==> config.mk <==
export PLATFORM = sky130hd
export DESIGN_NAME = smacc_ctrl
export DESIGN_NICKNAME = d
export VERILOG_FILES = /design/src/sv/smacc_pkg.sv /design/src/sv/smacc_ctrl.sv
export SDC_FILE = /design/constraint.sdc
export NUM_CORES = 1
export LEC_CHECK = 0
export ABC_AREA = 1
export BUFFER_PORTS_ARGS = -buffer_cell sky130_fd_sc_hd__buf_2
export CELL_PAD_IN_SITES_DETAIL_PLACEMENT = 0
export CELL_PAD_IN_SITES_GLOBAL_PLACEMENT = 2
export CORE_ASPECT_RATIO = 0.8
export CORE_MARGIN = 4
export CORE_UTILIZATION = 27
export CTS_CLUSTER_SIZE = 30
export DETAILED_ROUTE_END_ITERATION = 10
export PLACE_DENSITY_LB_ADDON = 0.1
export SLEW_MARGIN = 20
export SYNTH_ARGS = -nofsm -noshare
export SYNTH_HDL_FRONTEND = slang
export SYNTH_SLANG_ARGS = --single-unit
export TNS_END_PERCENT = 100
==> constraint.sdc <==
create_clock -name clock -period 2.4 [get_ports clock]
set_clock_uncertainty 0.2 [all_clocks]
set_input_delay 0.36 -clock clock [delete_from_list [all_inputs] [get_ports clock]]
set_output_delay 0.36 -clock clock [all_outputs]
set_load 0.01 [all_outputs]
==> src/sv/smacc_pkg.sv <==
package smacc_pkg;

   // Default geometry of the accumulator store.
   localparam int DEF_SEGMENTS = 64;
   localparam int DEF_DIM      = 64;

   // Field widths of the words on the ports.
   localparam int OP_W  = 2;
   localparam int IDX_W = 6;
   localparam int VAL_W = 32;
   localparam int WOC_W = 16;

   // Q32.16 accumulator plus one sticky clip bit in each memory entry.
   localparam int ACC_W   = 48;
   localparam int ENTRY_W = ACC_W + 1;

   // The restoring divider retires one quotient bit per step.
   localparam int DIV_STEPS = ACC_W;
   localparam int STEP_W    = $clog2(DIV_STEPS);

   // Quotient magnitude limits for a Q16.16 result.
   localparam logic [ACC_W-1:0] Q_POS_LIMIT = ACC_W'(64'h0000_7FFF_FFFF);
   localparam logic [ACC_W-1:0] Q_NEG_LIMIT = ACC_W'(64'h0000_8000_0000);
   localparam logic [VAL_W-1:0] Q_MAX       = 32'h7FFF_FFFF;
   localparam logic [VAL_W-1:0] Q_MIN       = 32'h8000_0000;

   // Configuration port: register index is paddr divided by four.
   localparam int   CSR_AW                 = 3;
   localparam logic CSR_IDX_EMPTY_DEFAULT  = 1'b0;

   typedef enum logic [OP_W-1:0] {
      OP_ADD   = 2'd0,
      OP_WADD  = 2'd1,
      OP_FINAL = 2'd2,
      OP_NONE  = 2'd3
   } opcode_type;

   // Commands from the controller to the datapath.
   typedef struct packed {
      logic load_item;
      logic rd_en;
      logic calc;
      logic acc_write;
      logic div_load;
      logic div_step;
      logic fin;
      logic clr_write;
   } cmd_type;

   // Status from the datapath to the controller.
   typedef struct packed {
      opcode_type opcode;
      logic       clr_last;
   } status_type;

endpackage

==> src/sv/smacc_ctrl.sv <==
module smacc_ctrl (
   input  logic                   clock,
   input  logic                   reset,
   input  logic                   req_valid,
   output logic                   req_stall,
   output logic                   rsp_valid,
   input  logic                   rsp_stall,
   input  smacc_pkg::status_type  status,
   output smacc_pkg::cmd_type     cmd
);

   typedef enum logic [2:0] {
      S_CLEAR,
      S_IDLE,
      S_READ,
      S_CALC,
      S_ADD,
      S_DIV,
      S_FIN
   } state_type;

   state_type                      state_ff;
   state_type                      state_in;
   logic [smacc_pkg::STEP_W-1:0]   step_ff;
   logic                           rsp_valid_ff;
   logic                           out_free;

   // The output register is free when empty or when its word leaves this cycle.
   assign out_free = !rsp_valid_ff || !rsp_stall;

   // Next state and commands.
   always_comb begin
      state_in = state_ff;
      cmd      = '0;
      case (state_ff)
         S_CLEAR: begin
            cmd.clr_write = 1'b1;
            if (status.clr_last) begin
               state_in = S_IDLE;
            end
         end
         S_IDLE: begin
            if (req_valid) begin
               cmd.load_item = 1'b1;
               state_in      = S_READ;
            end
         end
         S_READ: begin
            cmd.rd_en = 1'b1;
            state_in  = S_CALC;
         end
         S_CALC: begin
            case (status.opcode)
               smacc_pkg::OP_ADD, smacc_pkg::OP_WADD: begin
                  cmd.calc = 1'b1;
                  state_in = S_ADD;
               end
               smacc_pkg::OP_FINAL: begin
                  cmd.div_load = 1'b1;
                  state_in     = S_DIV;
               end
               default: begin
                  state_in = S_IDLE;
               end
            endcase
         end
         S_ADD: begin
            cmd.acc_write = 1'b1;
            state_in      = S_IDLE;
         end
         S_DIV: begin
            cmd.div_step = 1'b1;
            if (step_ff == smacc_pkg::STEP_W'(smacc_pkg::DIV_STEPS - 1)) begin
               state_in = S_FIN;
            end
         end
         S_FIN: begin
            if (out_free) begin
               cmd.fin  = 1'b1;
               state_in = S_IDLE;
            end
         end
         default: begin
            state_in = S_IDLE;
         end
      endcase
   end

   // State, divider step count and output valid.
   always_ff @(posedge clock) begin
      if (reset) begin
         state_ff     <= S_CLEAR;
         step_ff      <= '0;
         rsp_valid_ff <= 1'b0;
      end else begin
         state_ff <= state_in;
         if (cmd.div_load) begin
            step_ff <= '0;
         end else if (cmd.div_step) begin
            step_ff <= step_ff + 1'b1;
         end
         if (cmd.fin) begin
            rsp_valid_ff <= 1'b1;
         end else if (!rsp_stall) begin
            rsp_valid_ff <= 1'b0;
         end
      end
   end

   assign req_stall = (state_ff != S_IDLE);
   assign rsp_valid = rsp_valid_ff;

endmodule

==> metrics.csv <==
stage,metric,value,unit
outcome,run status,finished clean,
final_layout,number of fill cells,254,
hold_path,min-delay worst type,input port to flip-flop,
worst_setup_path,Critical-path top delay cell,dfxtp_1,
synthesis,Yosys cell types,21,
worst_setup_path,reg2reg setup slack,0.80,ns
floorplan,IO Pins,17,
sta,setup TNS,0,ns
worst_setup_path,"Critical Path, Cell by Cell","nand3_1, inv_1, nand2_1, nor2_1, buf_2",
route,initial drt markers,20,
global_route,met1 Usage GRT,14.7,%
worst_setup_path,Startpoint Class,flip-flop,
final_layout,multi-input logic area,353,um^2
synthesis,post-synthesis sequential element count,10,
global_route,gr usage total,10.2,%
placement,IO Port Bufs,16,
worst_setup_path,RR Startpoint,step_ff[0],
synthesis,ys flop type,dfxtp_1,
floorplan,core area,2180,um^2
route,Vias,637,
floorplan,die height,51.0,um
sta,crit share post-route,77.7,%
cts,# Post-CTS Setup Buffers,0,
route,mean number of vias per cell,4.55,
floorplan,die area,3150,um^2
synthesis,largest area contributor in the netlist,dfxtp_1,
final_layout,most frequent cells in the layout,"22 x nand2_1, 16 x buf_2, 13 x inv_1, 13 x nor2_1, 10 x dfxtp_1",
global_route,met3 usage,5.30,%
synthesis,Syn Std Cell Area,624,um^2
synthesis,Cells after Synth,97,
worst_setup_path,FF-to-FF End,state_ff[1],
worst_setup_path,Crit. End Element,primary output,
final_layout,"commonest non-fill, non-tap cell in the layout",nand2_1,
placement,Final GP Congestion,0.777,
synthesis,synth warn,0,
synthesis,post-synthesis net count,105,
placement,Post-DP HPWL,1180,um
power_and_ir_drop,Worst VDD drop,0.238,mV
cts,latest clock arrival within the worst-skew pair,0.26,ns
floorplan,Die Wd,61.8,um
global_route,initial antenna violation count,0,
global_route,busiest grt layer,met1,
worst_setup_path,cell family with the largest share of critical-path delay,flip-flops,
route,Detail Route Antenna Nets,0,
final_layout,fraction of layout cells with a size suffix above 1,27.0,%
synthesis,top post-synthesis cells by area,"dfxtp_1 32%, nand2_1 13%, inv_1 7.8%",
worst_setup_path,CP Data Arrival Time,1.30,ns
synthesis,"Avg Cell Area, Syn",6.44,um^2
worst_setup_path,reg2reg path depth,7,
route,Detailed Route WL,1430,um
cts,hold_buf cts,0,
cts,Clk Tree Root Cell,clkbuf_4,
power_and_ir_drop,Power per Cell Area,618,nW/um^2
floorplan,row cnt,15,
power_and_ir_drop,Leakage,0.000375,uW
hold_path,Hold Path Stages,2,
sta,Final Hold Viols,0,
worst_setup_path,Setup CP Type,flip-flop to primary output,
final_layout,Nets,125,
sta,Worst Max-Slew Pin Slew,0.322,ns
global_route,number of global-route vias before repair,568,
worst_setup_path,Critical Path Max Stage Delay,0.49,ns
hold_path,HP Start,reset,
cts,clock-pin transition on the worst setup and hold timing paths,0.06,ns
worst_setup_path,CP Max Fanout,8,
synthesis,asr flop ratio synth,0,%
route,Routed WL per cell,10.2,um
route,Residual DRC,0,
sta,fmax,537,MHz
worst_setup_path,Worst Path Buf+Inv,2,
final_layout,Antenna diodes,0,
sta,Max Slew Vio Count,0,
route,drt first pass iters,4,
final_layout,Area Overhead vs Synth,19.6,%
placement,"worst slack, placed",0.802,ns
job,max_cap viols,0,
cts,PostCTS Resize Cnt,0,
cts,CTS Buffer Depth,2,
global_route,met2 GRT Util,13.8,%
global_route,Overflow after GRT,0,
global_route,global-route wire length before repair,2420,um
sta,Period minus WS final,1.86,ns
cts,Sink Count,10,
sta,headroom to the max-slew limit,78.6,%
synthesis,Yosys top cell area share,32.1,%
sta,Setup WS post-layout,0.536,ns
synthesis,"Seq/Total Area, Yosys",32.1,%
floorplan,initial core utilization,28.7,%
worst_setup_path,CP required,1.84,ns
global_route,largest net degree at the start of global routing,9,
cts,CTS H-Tree Depth,1,
sta,RSZ-0062 raised after global routing,no,
sta,# setup viols final,0,
final_layout,register area,200,um^2
synthesis,Post-synth EDFFs,0,
cts,CTS Buf Count,3,
cts,CTS tree,built,
hold_path,Hold Crit Endpoint,rsp_valid,
==> metrics by stage <==
stage	total power, uW	std cells	cell area [um^2]	utilization [%]	hold WS, ns
2_1_floorplan	318	97	624	-	0.229
3_3_place_gp	361	137	724	33.3	0.282
3_5_place_dp	355	137	724	33.3	0.282
4_1_cts	472	140	747	34.3	0.0746
5_1_grt	499	140	747	34.3	0.0727
6_report	462	140	747	34.3	0.0813
==> final cells by class <==
cell class	instances	area share (%)
multi-input cells	70	47.2
flip-flops and latches	10	26.8
repair buffers	16	10.7
inverters	16	8.04
well taps	25	4.19
clock buffers	3	3.02
==> synth_stat cells, types with 2 or more instances <==
library cell and instances:
nand3_1 7, nand2_1 22, nand4_1 3, nor2_1 13, inv_2 3, dfxtp_1 10, o21ai_0 3, nand2_2 3
a21oi_1 7, inv_1 13, or2_0 2, nor3_1 2
==> worst max path at each step <==
stage	cells past startpoint	start	endpoint
floorplan	4	state_ff[0]	cmd[7]
global placement	5	state_ff[1]	cmd[3]
detailed placement	7	step_ff[0]	state_ff[1]
CTS	5	state_ff[1]	cmd[3]
global route	5	state_ff[1]	cmd[3]
finish	5	state_ff[1]	cmd[3]
==> metal layers <==
| metal | vias to the layer above | wire length (um) |
|---|---|---|
| li1 | 344 | - |
| met1 | 278 | 802 |
| met2 | 13 | 528 |
| met3 | 2 | 87 |
| met4 | 0 | 9 |
| met5 | - | 0 |
==> sequential cells by signal (all words and copies together), names as in the netlist <==
register	cells
rsp_valid	1
state_ff	3
step_ff	6
==> cell families (layout without fill, tap and decap cells) <==
group	Yosys count	after routing	synth area share (%)
flops	10	10	32.1
fa+ha+maj	1	1	2.00
buf+inv	17	35	11.4
simple gates	56	56	42.7
compound gates	13	13	11.8
==> where the power goes <==
group          internal [uW]  switching, uW
combinational           56.7           92.6
sequential               178           22.3
clock                   57.8           54.4
total                    292            169
No activity file was read; power rests on OpenSTA's default activity.
